--- src/sv/lfbs_pkg.sv ---
// Shared types and codes for the LED feedback blink sequencer.
// Depends on nothing; used by lfbs_engine and led_feedback_blink_sequencer.
package lfbs_pkg;

  // Request action codes. Codes above ActIdle behave as a tick.
  localparam logic [2:0] ActTick = 3'd0;
  localparam logic [2:0] ActRec  = 3'd1;
  localparam logic [2:0] ActWait = 3'd2;
  localparam logic [2:0] ActAck  = 3'd3;
  localparam logic [2:0] ActNack = 3'd4;
  localparam logic [2:0] ActIdle = 3'd5;

  // Sequencer mode codes, also reported on mode_now.
  localparam logic [2:0] ModeIdle = 3'd0;
  localparam logic [2:0] ModeRec  = 3'd1;
  localparam logic [2:0] ModeWait = 3'd2;
  localparam logic [2:0] ModeAck  = 3'd3;
  localparam logic [2:0] ModeNack = 3'd4;

  // Configuration register indexes.
  localparam logic [2:0] RegWaitPeriod = 3'd0;
  localparam logic [2:0] RegAckPeriod  = 3'd1;
  localparam logic [2:0] RegAckTotal   = 3'd2;
  localparam logic [2:0] RegNackPeriod = 3'd3;
  localparam logic [2:0] RegNackTotal  = 3'd4;

  localparam int unsigned CfgDataW = 16;

  // Configuration register file contents.
  typedef struct packed {
    logic [15:0] wait_period;
    logic [15:0] ack_period;
    logic [15:0] ack_total;
    logic [15:0] nack_period;
    logic [7:0]  nack_total;
  } cfg_t;

  // One result item.
  typedef struct packed {
    logic       green_on;
    logic       red_on;
    logic       finished;
    logic [2:0] mode_now;
  } result_t;

endpackage

--- src/sv/lfbs_engine.sv ---
// Mode state machine and blink timing of the LED feedback blink sequencer.
// Depends on lfbs_pkg for codes, the configuration struct and the result struct.
module lfbs_engine #(
  parameter int unsigned TIME_BITS = 32
) (
  input  logic                   clk_i,
  input  logic                   rst_ni,
  input  logic                   step_i,
  input  logic [2:0]             action_i,
  input  logic [TIME_BITS-1:0]   now_i,
  input  lfbs_pkg::cfg_t         cfg_i,
  output lfbs_pkg::result_t      res_o
);
  import lfbs_pkg::*;

  logic [2:0]           mode_q, mode_d;
  logic                 green_q, green_d;
  logic                 red_q, red_d;
  logic [TIME_BITS-1:0] last_q, last_d;
  logic [TIME_BITS-1:0] start_q, start_d;
  logic [8:0]           steps_q, steps_d;
  logic                 done;

  // Wrapping elapsed times and the threshold compares.
  logic [TIME_BITS-1:0] since_last;
  logic [TIME_BITS-1:0] since_start;
  logic                 wait_hit, ack_hit, ack_end, nack_hit, nack_end;
  logic [8:0]           steps_inc;

  assign since_last  = now_i - last_q;
  assign since_start = now_i - start_q;
  assign wait_hit    = since_last  >= TIME_BITS'(cfg_i.wait_period);
  assign ack_hit     = since_last  >= TIME_BITS'(cfg_i.ack_period);
  assign ack_end     = since_start >= TIME_BITS'(cfg_i.ack_total);
  assign nack_hit    = since_last  >= TIME_BITS'(cfg_i.nack_period);
  assign steps_inc   = steps_q + 9'd1;
  assign nack_end    = steps_inc >= {cfg_i.nack_total, 1'b0};

  // Next state for one request.
  always_comb begin
    mode_d  = mode_q;
    green_d = green_q;
    red_d   = red_q;
    last_d  = last_q;
    start_d = start_q;
    steps_d = steps_q;
    done    = 1'b0;
    unique case (action_i)
      ActRec: begin
        mode_d  = ModeRec;
        green_d = 1'b1;
        red_d   = 1'b0;
      end
      ActWait: begin
        mode_d  = ModeWait;
        green_d = 1'b0;
        red_d   = 1'b0;
        last_d  = now_i;
      end
      ActAck: begin
        mode_d  = ModeAck;
        green_d = 1'b0;
        red_d   = 1'b0;
        last_d  = now_i;
        start_d = now_i;
      end
      ActNack: begin
        mode_d  = ModeNack;
        green_d = 1'b0;
        red_d   = 1'b0;
        last_d  = now_i;
        steps_d = '0;
      end
      ActIdle: begin
        mode_d  = ModeIdle;
        green_d = 1'b0;
        red_d   = 1'b0;
      end
      default: begin
        // A tick, including the unused codes.
        if (mode_q == ModeWait) begin
          if (wait_hit) begin
            green_d = ~green_q;
            last_d  = now_i;
          end
        end else if (mode_q == ModeAck) begin
          if (ack_end) begin
            mode_d  = ModeIdle;
            green_d = 1'b0;
            red_d   = 1'b0;
            done    = 1'b1;
          end else if (ack_hit) begin
            green_d = ~green_q;
            last_d  = now_i;
          end
        end else if (mode_q == ModeNack) begin
          if (nack_hit) begin
            steps_d = steps_inc;
            red_d   = steps_inc[0];
            last_d  = now_i;
            if (nack_end) begin
              mode_d  = ModeIdle;
              green_d = 1'b0;
              red_d   = 1'b0;
              done    = 1'b1;
            end
          end
        end
      end
    endcase
  end

  // State registers advance once per processed request.
  always_ff @(posedge clk_i or negedge rst_ni) begin
    if (!rst_ni) begin
      mode_q  <= ModeIdle;
      green_q <= 1'b0;
      red_q   <= 1'b0;
      last_q  <= '0;
      start_q <= '0;
      steps_q <= '0;
    end else if (step_i) begin
      mode_q  <= mode_d;
      green_q <= green_d;
      red_q   <= red_d;
      last_q  <= last_d;
      start_q <= start_d;
      steps_q <= steps_d;
    end
  end

  assign res_o.green_on = green_d;
  assign res_o.red_on   = red_d;
  assign res_o.finished = done;
  assign res_o.mode_now = mode_d;

endmodule

--- src/sv/led_feedback_blink_sequencer.sv ---
// LED feedback blink sequencer: drives green and red status LEDs from mode requests and ticks.
// A request passes the input register and then the result register before its result is
// valid; throughput is one request per cycle while the result side does not stall, set by
// the state update in lfbs_engine. Reset clears mode to idle, both LEDs off, timestamps
// and the nack step count to zero, and loads the default configuration (500, 100, 1000,
// 150, 3). Depends on lfbs_pkg and lfbs_engine.
module led_feedback_blink_sequencer #(
  parameter int unsigned TIME_BITS = 32
) (
  input  logic                            clk_i,
  input  logic                            rst_ni,
  // Configuration write port.
  input  logic                            cfg_we_i,
  input  logic [2:0]                      cfg_index_i,
  input  logic [lfbs_pkg::CfgDataW-1:0]   cfg_data_i,
  // Request channel.
  input  logic                            in_valid_i,
  output logic                            in_stall_o,
  input  logic [2:0]                      action_i,
  input  logic [31:0]                     now_ms_i,
  // Result channel.
  output logic                            out_valid_o,
  input  logic                            out_stall_i,
  output logic                            green_on_o,
  output logic                            red_on_o,
  output logic                            finished_o,
  output logic [2:0]                      mode_now_o
);
  import lfbs_pkg::*;

  cfg_t                 cfg_q;
  logic                 in_valid_q;
  logic [2:0]           action_q;
  logic [TIME_BITS-1:0] now_q;
  logic                 out_valid_q;
  result_t              res_q;
  result_t              res_d;
  logic                 advance;

  // Configuration registers.
  always_ff @(posedge clk_i or negedge rst_ni) begin
    if (!rst_ni) begin
      cfg_q.wait_period <= 16'd500;
      cfg_q.ack_period  <= 16'd100;
      cfg_q.ack_total   <= 16'd1000;
      cfg_q.nack_period <= 16'd150;
      cfg_q.nack_total  <= 8'd3;
    end else if (cfg_we_i) begin
      unique case (cfg_index_i)
        RegWaitPeriod: cfg_q.wait_period <= cfg_data_i;
        RegAckPeriod:  cfg_q.ack_period  <= cfg_data_i;
        RegAckTotal:   cfg_q.ack_total   <= cfg_data_i;
        RegNackPeriod: cfg_q.nack_period <= cfg_data_i;
        RegNackTotal:  cfg_q.nack_total  <= cfg_data_i[7:0];
        default: ;
      endcase
    end
  end

  // The held request moves on when the result register is free or being drained.
  assign advance    = in_valid_q && (!out_valid_q || !out_stall_i);
  assign in_stall_o = in_valid_q && !advance;

  // Input register.
  always_ff @(posedge clk_i or negedge rst_ni) begin
    if (!rst_ni) begin
      in_valid_q <= 1'b0;
    end else if (!in_stall_o) begin
      in_valid_q <= in_valid_i;
    end
  end

  always_ff @(posedge clk_i) begin
    if (in_valid_i && !in_stall_o) begin
      action_q <= action_i;
      now_q    <= TIME_BITS'(now_ms_i);
    end
  end

  lfbs_engine #(
    .TIME_BITS(TIME_BITS)
  ) u_engine (
    .clk_i    (clk_i),
    .rst_ni   (rst_ni),
    .step_i   (advance),
    .action_i (action_q),
    .now_i    (now_q),
    .cfg_i    (cfg_q),
    .res_o    (res_d)
  );

  // Result register.
  always_ff @(posedge clk_i or negedge rst_ni) begin
    if (!rst_ni) begin
      out_valid_q <= 1'b0;
    end else if (advance) begin
      out_valid_q <= 1'b1;
    end else if (!out_stall_i) begin
      out_valid_q <= 1'b0;
    end
  end

  always_ff @(posedge clk_i) begin
    if (advance) begin
      res_q <= res_d;
    end
  end

  assign out_valid_o = out_valid_q;
  assign green_on_o  = res_q.green_on;
  assign red_on_o    = res_q.red_on;
  assign finished_o  = res_q.finished;
  assign mode_now_o  = res_q.mode_now;

endmodule

--- config.mk ---
export PLATFORM = sky130hd
export DESIGN_NAME = led_feedback_blink_sequencer
export DESIGN_NICKNAME = d
export VERILOG_FILES = /design/src/sv/lfbs_pkg.sv /design/src/sv/lfbs_engine.sv /design/src/sv/led_feedback_blink_sequencer.sv
export SDC_FILE = /design/constraint.sdc
export NUM_CORES = 1
export LEC_CHECK = 0
export BUFFER_PORTS_ARGS = -buffer_cell sky130_fd_sc_hd__buf_4
export CAP_MARGIN = 25
export CORE_MARGIN = 10
export CORE_UTILIZATION = 55
export CTS_CLUSTER_DIAMETER = 120
export CTS_CLUSTER_SIZE = 16
export DETAILED_ROUTE_END_ITERATION = 7
export PLACE_DENSITY = 0.73
export SLEW_MARGIN = 40
export SYNTH_ARGS = -nofsm -noshare
export SYNTH_HDL_FRONTEND = slang
export SYNTH_SLANG_ARGS = --single-unit
--- constraint.sdc ---
create_clock -name clk_i -period 8.2 [get_ports clk_i]
set_input_delay 0.82 -clock clk_i [delete_from_list [all_inputs] [get_ports clk_i]]
set_output_delay 0.82 -clock clk_i [all_outputs]
set_load 0.005 [all_outputs]
==> results of run 1 <==
## worst paths after layout
path | to | slack [ps] | depth (start not counted)
worst max-delay path | u_engine.last_q[6] | 2780 | 19
worst min register to register | out_valid_o | 490 | 1
min in group clk_i | out_valid_o | 490 | 1
worst max register to register | u_engine.last_q[6] | 2780 | 19
max in group asynchronous | u_engine.start_q[30] | 6710 | 2
worst min-delay path | u_engine.steps_q[2] | 410 | 1
## layout by cell type (no fill, tap or decap), types with 11 or more instances in the layout
| master | instances |
|---|---|
| nand2_1 | 174 |
| xor2_1 | 14 |
| mux2_2 | 25 |
| o21ai_0 | 141 |
| ha_1 | 135 |
| dfrtp_1 | 131 |
| or3_1 | 11 |
| o21a_1 | 16 |
| dfstp_2 | 21 |
| nand3_1 | 29 |
| xnor2_1 | 31 |
| mux2_4 | 29 |
| inv_1 | 158 |
| nand2b_1 | 15 |
| clkbuf_16 | 17 |
| a21oi_1 | 91 |
| and3_1 | 14 |
| buf_4 | 71 |
| a211oi_1 | 13 |
| a21o_1 | 42 |
| nor3_1 | 24 |
| nand4_1 | 19 |
| o211ai_1 | 21 |
| nor2_1 | 60 |
| edfxtp_1 | 41 |
## metal layers
| metal | wire [um] | GRT usage | vias to the layer above | part of all wire |
|---|---|---|---|---|
| li1 | - | - | 5259 | - |
| met1 | 15500 | 0.290 | 5148 | 0.48 |
| met2 | 15300 | 0.357 | 246 | 0.47 |
| met3 | 1480 | 0.0320 | 26 | 0.045 |
| met4 | 357 | 0.0484 | 0 | 0.011 |
| met5 | 0 | 0 | - | 0 |
## worst max-delay path, stage by stage, from the launching register on
cell and delay [ps]:
edfxtp_1 480, ha_1 410, a21o_1 200, a21oi_1 220
a21oi_1 180, o21ai_0 280, nand2_1 100, a21oi_1 180
xnor2_1 150, ha_1 260, a21o_1 180, a21o_1 180
a221o_1 340, a221o_1 260, a2111oi_0 420, nand4_1 350
nand3_1 280, a31oi_4 100, buf_4 300, mux2_4 380
## cell families (layout without fill, tap and decap cells)
family / after synthesis / after routing / share of synthesized area
buffers and inverters: 201 / 264 / 0.0594
XOR/XNOR: 45 / 45 / 0.0297
adder cells (fa/ha/maj): 137 / 137 / 0.130
AND/OR/NAND/NOR: 397 / 397 / 0.141
multiplexers: 58 / 58 / 0.0570
flip-flops: 193 / 193 / 0.381
AO/OA/AOI/OAI: 419 / 419 / 0.201
## per-stage QoR
stage / setup WS, ps / util
after global placement: 3150 / 0.595
final: 2780 / 0.621
after floorplan: 3790 / -
after global routing: 2590 / 0.621
after detailed placement: 2940 / 0.596
after CTS: 2890 / 0.620
## flip-flops by register name, summed over array words and instances, names as in the netlist, 3 cells and up
signal / count
action_q: 3
u_engine.mode_q: 3
u_engine.steps_q: 9
u_engine.last_q: 32
cfg_q: 72
now_q: 32
u_engine.start_q: 32
mode_now_o: 3
## power by group through the flow
stage	Sequential, uW	Combinational, uW	Clock [uW]
floorplan	1340	2180	0
global placement	1380	2750	0
detailed placement	1390	2850	0
CTS	1370	2880	860
global route	1400	3270	896
finish	1370	2890	845
## layout make-up
class                           instances  area (um2)  share of cell area
Sequential cell                       193        5060               0.345
Inverter                              159         597              0.0407
Clock inverter                         14         144             0.00982
Timing Repair Buffer                   73         558              0.0381
Multi-Input combinational cell       1056        7460               0.509
Clock buffer                           18         439              0.0300
Tap cell                              319         399              0.0272
==> summary.md, run 1 <==
| Metric | Value |
|---|---|
| Leak pwr | 0.00676 uW |
| Final setup viols | 0 |
| Slew Limit Fails | 0 |
| Longest Clk Path Bufs | 2 |
| Critical Path End Type | flop |
| Largest net degree at the start of global routing | 85 |
| Critical Path Fanout Max | 32 |
| Gr usage total | 0.215 |
| Pint | 2900 uW |
| Detail Placement HPWL | 25.3 mm |
| Mapped Cells | 1450 |
| Clock-pin slew on the worst setup and hold paths | 80 ps |
| Fin. Hold Viols | 0 |
| Vias in the first global route | 10600 |
| Final #Nets | 1696 |
| Critical path startpoint | now_q[3] |
| Top-count cell post-synth | nand2_1 |
| Final hold slack | 411 ps |
| Crit path launch type | flop |
| Post-synth net total | 1646 |
| Clock Sinks | 193 |
| Arr. time, crit path | 5740 ps |
| Largest cells by area after synthesis | dfrtp_1, ha_1, edfxtp_1 |
| Final antenna-violating net count | 0 |
| Inserted Clock Buffers | 17 |
| H-tree levels | 4 |
| Sequential-to-total area share from yosys stat | 0.381 |
| Detailed-route via count | 10700 |
| Primary FF master, synth | dfrtp_1 |
| Largest area contributor in the synthesized netlist | dfrtp_1 |
| Comb pwr share | 0.566 |
| RSZ-0062 raised after global routing | false |
| Number of flops mapped to enable cells by yosys | 41 |
| Post-synth top area share | 0.247 |
| Die Wd | 175 um |
| Row count | 56 |
| Initial drt markers | 864 |
| Final Cycle Share | 0.661 |
| Port Buffers | 66 |
| Worst EP required | 8520 ps |
| Sw Share | 0.432 |
| Placed Cells | 1800 |
| Clk pwr share | 0.165 |
| Share of layout cells above drive strength 1 | 0.141 |
| Worst hold path class | input pin to async pin |
| VDD IR max | 0.000167 V |
| Insertion delay to the later sink of the worst-skew pair | 450 ps |
| Die Ht | 175 um |
| Post-synth top cells | nand2_1, inv_1, o21ai_0 |
| Worst r2r src | now_q[3] |
| Avg Vias per Cell | 5.83 |
| Synth cell types | 80 |
| First-pass GRT wire length | 54.2 mm |
| Drt first pass iters | 5 |
| Fill cell count | 2032 |
| GPL Wtd Cong | 0.956 |
| Asr flop ratio synth | 0.788 |
| DIE AREA | 30800 um2 |
| F_max | 184 MHz |
| Core footprint | 23600 um2 |
| Post-CTS Setup Inserts | 0 |
| Sequential group share of total power | 0.269 |
| Max Cap Viol | 0 |
| Final instance area | 14700 um2 |
| Post-route setup TNS | 0 ps |
| Initial antenna violation count | 0 |
| Starting Density | 0.562 |
| DRT Wirelength | 32.6 mm |
| Mapped cell area | 13300 um2 |
| Worst Skew | 14.4 ps |
| Post-CTS Resized | 0 |
| Critical path type | flop to flop |
| Net Switching | 2210 uW |
| Antenna fix cells | 0 |
| Wire per inst | 17.8 um |
| Minimum clock period | 5420 ps |
| DRC viols | 0 |
| Avg Cell Area, Syn | 9.16 um2 |
| CTS tree | built |
| Fin cells | 1832 |
| IO Count | 67 |
| Area Growth Syn to Fin | 10.3% |
| Worst-margin pin slew | 707 ps |
| Hold_buf cts | 0 |
| PwrDens | 349 nW/um2 |
| Clk root buf | clkbuf_16 |
| Synth warn | 0 |
| Cell area after placement | 14100 um2 |
| Final Total Pwr | 5110 uW |
| Synthesis-stage register bit count | 193 |
| Status | completed |
| Remaining global-route overflow | 0 |
| Max-slew headroom | 0.528 |
Note: power is estimated with default switching activity, not from simulation.
==> inputs of run 2 (changes only) <==
clock period = 5.4 ns   (was 8.2 ns; I/O delays follow)
==> run 2 against run 1 <==
Core utilization rose by 0.22 points. Register-to-register slack got worse by 2400 ps. Clock-buffer cell count stayed put. Worst hold slack got worse by 340 ps. Highest routed layer unchanged.
==> summary.md, run 2 (synthesized netlist as in run 1, its figures left out) <==
| Metric | Value |
|---|---|
| Max Cap Viol | 0 |
| Clk pwr share | 0.169 |
| Final antenna-violating net count | 0 |
| DRC viols | 0 |
| Share of layout cells above drive strength 1 | 0.142 |
| F_max | 198 MHz |
| Slowest cell on crit path | edfxtp_1 |
| Critical Path End Type | flop |
| Arr. time, crit path | 5380 ps |
| Worst EP required | 5720 ps |
| Internal reg-to-reg setup slack | 350 ps |
| Final Cycle Share | 0.936 |
| Longest Clk Path Bufs | 2 |
| Final setup viols | 0 |
| Fill cell count | 2041 |
| Comb pwr share | 0.562 |
| Top reg by flops | cfg_q |
| Sequential group share of total power | 0.269 |
| Worst hold path class | input pin to async pin |
| Inserted Clock Buffers | 17 |
| Initial antenna violation count | 0 |
| Area Growth Syn to Fin | 10.7% |
| Row count | 56 |
| Crit path launch type | flop |
| GPL Wtd Cong | 0.944 |
| Gr usage total | 0.206 |
| Pint | 4420 uW |
| DRT Wirelength | 32.0 mm |
| Largest net degree at the start of global routing | 67 |
| Reg2reg end | u_engine.last_q[7] |
| H-tree levels | 4 |
| Sw Share | 0.430 |
| Remaining global-route overflow | 0 |
| Minimum clock period | 5050 ps |
| Max-slew headroom | 0.517 |
| Fin. Hold Viols | 0 |
| Worst Skew | 15.8 ps |
| VDD IR max | 0.000241 V |
| Final hold slack | 74.7 ps |
| Insertion delay to the later sink of the worst-skew pair | 440 ps |
| PwrDens | 527 nW/um2 |
| Die Wd | 175 um |
| Slew Limit Fails | 0 |
| Drt first pass iters | 5 |
| Port Buffers | 66 |
| Antenna fix cells | 0 |
| Initial drt markers | 776 |
| Hold_buf cts | 0 |
| Slowest stage delay, CP | 470 ps |
| Net Switching | 3330 uW |
| CTS tree | built |
| Status | completed |
| Starting Density | 0.562 |
| Detailed-route via count | 10600 |
| IO Count | 67 |
| Max reg flops | 72 |
| Final #Nets | 1698 |
| Critical path type | flop to flop |
| Clk root buf | clkbuf_16 |
| Worst-margin pin slew | 717 ps |
| Leak pwr | 0.00678 uW |
| FF-to-FF path depth | 20 |
| Clock-pin slew on the worst setup and hold paths | 80 ps |
| Vias in the first global route | 10300 |
| First-pass GRT wire length | 52.2 mm |
| Wire per inst | 17.5 um |
| Post-route setup TNS | 0 ps |
| Critical Path, Cell by Cell | ha_1, a21o_1, a21oi_1, a21oi_1, o21ai_1, nand2_1, a21oi_1, xnor2_1, ha_1, a21o_1, a21o_1, a221o_1, a221o_1, a2111oi_1, nand4_1, buf_4, nand3_1, a31oi_4, buf_12, mux2_4 |
| Detail Placement HPWL | 25.1 mm |
| Fin util | 0.623 |
| Avg Vias per Cell | 5.76 |
| Clock Sinks | 193 |
| Most frequent cells in the layout | nand2_1, inv_1, o21ai_0, ha_1, dfrtp_1 |
| Die Ht | 175 um |
| Commonest non-fill, non-tap cell in the layout | nand2_1 |
| Critical Path Fanout Max | 32 |
| Core footprint | 23600 um2 |
| DIE AREA | 30800 um2 |
| Worst r2r src | now_q[3] |
## run 2: power by group through the flow
| stage | registers (uW) | logic [uW] | clock network (uW) |
|---|---|---|---|
| CTS | 2080 | 4330 | 1330 |
| global route | 2130 | 4920 | 1390 |
| floorplan | 2040 | 3310 | 0 |
| global placement | 2090 | 4180 | 0 |
| detailed placement | 2110 | 4300 | 0 |
| finish | 2080 | 4350 | 1310 |
## run 2: through the flow
step	cells	power, uW	instance area, um2	worst slack [ps]
2_1_floorplan	1450	5350	13300	988
3_5_place_dp	1801	6400	14100	237
6_report	1834	7750	14700	346
4_1_cts	1833	7750	14700	211
3_3_place_gp	1801	6270	14100	473
5_1_grt	1834	8430	14700	-4.78
## run 2: worst max-delay path by stage
| stage | from | to | cells past startpoint |
|---|---|---|---|
| global placement | now_q[3] | u_engine.last_q[3] | 19 |
| global route | now_q[3] | green_on_o | 20 |
| floorplan | now_q[3] | u_engine.last_q[10] | 19 |
| CTS | now_q[3] | u_engine.last_q[7] | 19 |
| finish | now_q[3] | u_engine.last_q[7] | 20 |
| detailed placement | now_q[3] | u_engine.last_q[9] | 19 |
## run 2: cell type report
cell class | count | area (um2) | area share
clock buffers | 18 | 450 | 0.0306
clock inverters | 14 | 158 | 0.0107
inverters | 159 | 597 | 0.0406
multi-input cells | 1056 | 7460 | 0.507
flip-flops and latches | 193 | 5060 | 0.344
well taps | 319 | 399 | 0.0271
repair buffers | 75 | 583 | 0.0396
## run 2: metal layers
layer,wire (um),vias up,part of all wire,track usage
met1,15500,5043,0.48,0.282
met5,0,-,0,0
met4,699,0,0.022,0.0661
met2,14600,217,0.46,0.332
li1,-,5263,-,-
met3,1190,49,0.037,0.0285
## run 2: critical path: cells and delay by family (launching register included)
| kind | cells | cell delay, ps |
|---|---|---|
| DFF | 1 | 470 |
| buffers and inverters | 2 | 400 |
| and+or+nand+nor | 3 | 380 |
| adders and majority gates | 2 | 660 |
| AOI/OAI and AO/OA | 11 | 2500 |
| xor gates and xnor gates | 1 | 160 |
| muxes | 1 | 330 |
## run 2: timing repair
action                     4_1_cts  5_1_grt
setup buffers                    0        1
resized for setup                0        2
setup endpoints to repair        0       34
==> inputs of run 3 (changes only) <==
CORE_UTILIZATION = 63   (was 55)
PLACE_DENSITY = 0.82   (was 0.73)
==> run 3 against run 2 <==
Clock-buffer cell count increased by 5. Worst setup slack improved by 23 ps. Via count increased by 2.5%. Worst hold slack improved by 27 ps. Largest cell class unchanged.
==> summary.md, run 3 (synthesized netlist as in run 1, its figures left out) <==
| Metric | Value |
|---|---|
| Status | completed |
| Wire per inst | 18.3 um |
| Fill cell count | 1665 |
| Final #Nets | 1700 |
| H-tree levels | 4 |
| Critical Path Fanout Max | 32 |
| Detailed-route via count | 10800 |
| Comb pwr share | 0.564 |
| Area Growth Syn to Fin | 10.4% |
| Detail Placement HPWL | 25.5 mm |
| PwrDens | 536 nW/um2 |
| Fin. Hold Viols | 0 |
| Final Cycle Share | 0.932 |
| Sw Share | 0.427 |
| Pre-CTS setup slack | 204 ps |
| Clk pwr share | 0.170 |
| Core footprint | 20900 um2 |
| Clk root buf | clkbuf_16 |
| Clock Sinks | 193 |
| First-pass GRT wire length | 54.0 mm |
| Worst setup margin | 368 ps |
| Worst EP required | 5710 ps |
| Final setup viols | 0 |
| DIE AREA | 27300 um2 |
| Antenna fix cells | 0 |
| Commonest non-fill, non-tap cell in the layout | nand2_1 |
| Top reg by flops | cfg_q |
| Final hold slack | 101 ps |
| CTS tree | built |
| Pint | 4500 uW |
| Drt first pass iters | 5 |
| Leak pwr | 0.00679 uW |
| Starting Density | 0.636 |
| Minimum clock period | 5030 ps |
| Critical Path, Cell by Cell | ha_1, a21o_1, a21oi_1, a21oi_1, o21ai_1, nand2_1, a21oi_1, xnor2_1, ha_1, a21o_1, a21o_1, a221o_1, a221o_1, a2111oi_1, nand4_1, buf_4, nand3_1, a31oi_4, buf_6, mux2_4 |
| Longest Clk Path Bufs | 2 |
| Vias in the first global route | 10800 |
| Insertion delay to the later sink of the worst-skew pair | 450 ps |
| F_max | 199 MHz |
| Clock-pin slew on the worst setup and hold paths | 80 ps |
| VDD IR max | 0.000259 V |
| Initial antenna violation count | 0 |
| Max Cap Viol | 0 |
| Sequential group share of total power | 0.267 |
| Max reg flops | 72 |
| Slew Limit Fails | 0 |
| DRC viols | 0 |
| Final Total Pwr | 7850 uW |
| Inserted Clock Buffers | 17 |
| Die Wd | 165 um |
| Share of layout cells above drive strength 1 | 0.142 |
| Worst Skew | 21.0 ps |
| Row count | 53 |
| Placed Cells | 1759 |
| Arr. time, crit path | 5340 ps |
| Slowest stage delay, CP | 480 ps |
| Most frequent cells in the layout | nand2_1, inv_1, o21ai_0, ha_1, dfrtp_1 |
| Initial drt markers | 771 |
| Port Buffers | 66 |
| Die Ht | 165 um |
| Remaining global-route overflow | 0 |
| Slowest cell on crit path | edfxtp_1 |
| Final antenna-violating net count | 0 |
| DRT Wirelength | 32.8 mm |
| IO Count | 67 |
| Largest net degree at the start of global routing | 70 |
| Avg Vias per Cell | 6.05 |
| Worst-margin pin slew | 668 ps |
| Worst hold path class | input pin to async pin |
| Crit path launch type | flop |
| GPL Wtd Cong | 0.942 |
| Fin cells | 1792 |
| Max-slew headroom | 0.555 |
| Critical Path End Type | flop |
| Fin util | 0.702 |
| Gr usage total | 0.245 |
| Critical path type | flop to flop |
| Net Switching | 3350 uW |
| Hold_buf cts | 0 |
[run 3: through the flow]
step / cell area [um2] / TNS, ps
finish: 14700 / 0
global route: 14700 / -4.01
global placement: 14000 / 0
CTS: 14600 / 0
floorplan: 13300 / 0
detailed placement: 14000 / 0
[run 3: power by group through the flow]
stage	clock (uW)	combinational, uW	sequential (uW)
after global placement	0	4190	2090
after CTS	1340	4380	2090
after global routing	1400	4990	2140
final	1330	4430	2090
after floorplan	0	3310	2040
after detailed placement	0	4330	2110
[run 3: final timing paths]
check | slack (ps) | cells after the start | end | start
setup / recovery | 370 | 20 | u_engine.last_q[7] | now_q[3]
hold / removal | 100 | 1 | u_engine.steps_q[1] | rst_ni
setup reg to reg | 370 | 20 | u_engine.last_q[7] | now_q[3]
hold reg to reg | 500 | 1 | out_valid_o | in_valid_q
max in group asynchronous | 4190 | 2 | u_engine.start_q[28] | rst_ni
min in group clk_i | 270 | 1 | now_q[5] | now_ms_i[5]
[run 3: per-layer routing]
metal	global-route usage	up-vias	share of wire
met2	0.398	306	0.47
met4	0.0729	0	0.023
met3	0.0394	61	0.055
met1	0.329	5210	0.46
li1	-	5258	-
met5	0	-	0
[run 3: what timing repair did]
action,CTS,global route
hold endpoints to repair,0,0
setup endpoints to repair,0,34
buffers inserted,0,1
resized for setup,0,4
[run 3: cell type report]
type / count / area, um2 / share of cell area
timing repair buffer: 77 / 586 / 0.0399
inverter: 159 / 597 / 0.0407
clock buffer: 23 / 499 / 0.0340
clock inverter: 9 / 115 / 0.00785
multi-input combinational: 1056 / 7460 / 0.509
sequential: 193 / 5060 / 0.345
tap: 275 / 344 / 0.0235
[run 3: worst max-delay path: cells and delay by family, from the launching register on]
| family | cells | cell delay, ps |
|---|---|---|
| buffers and inverters | 2 | 420 |
| multiplexers | 1 | 350 |
| AND/OR/NAND/NOR | 3 | 360 |
| XOR/XNOR | 1 | 150 |
| adder cells (fa/ha/maj) | 2 | 670 |
| flip-flops | 1 | 480 |
| AO/OA/AOI/OAI | 11 | 2430 |
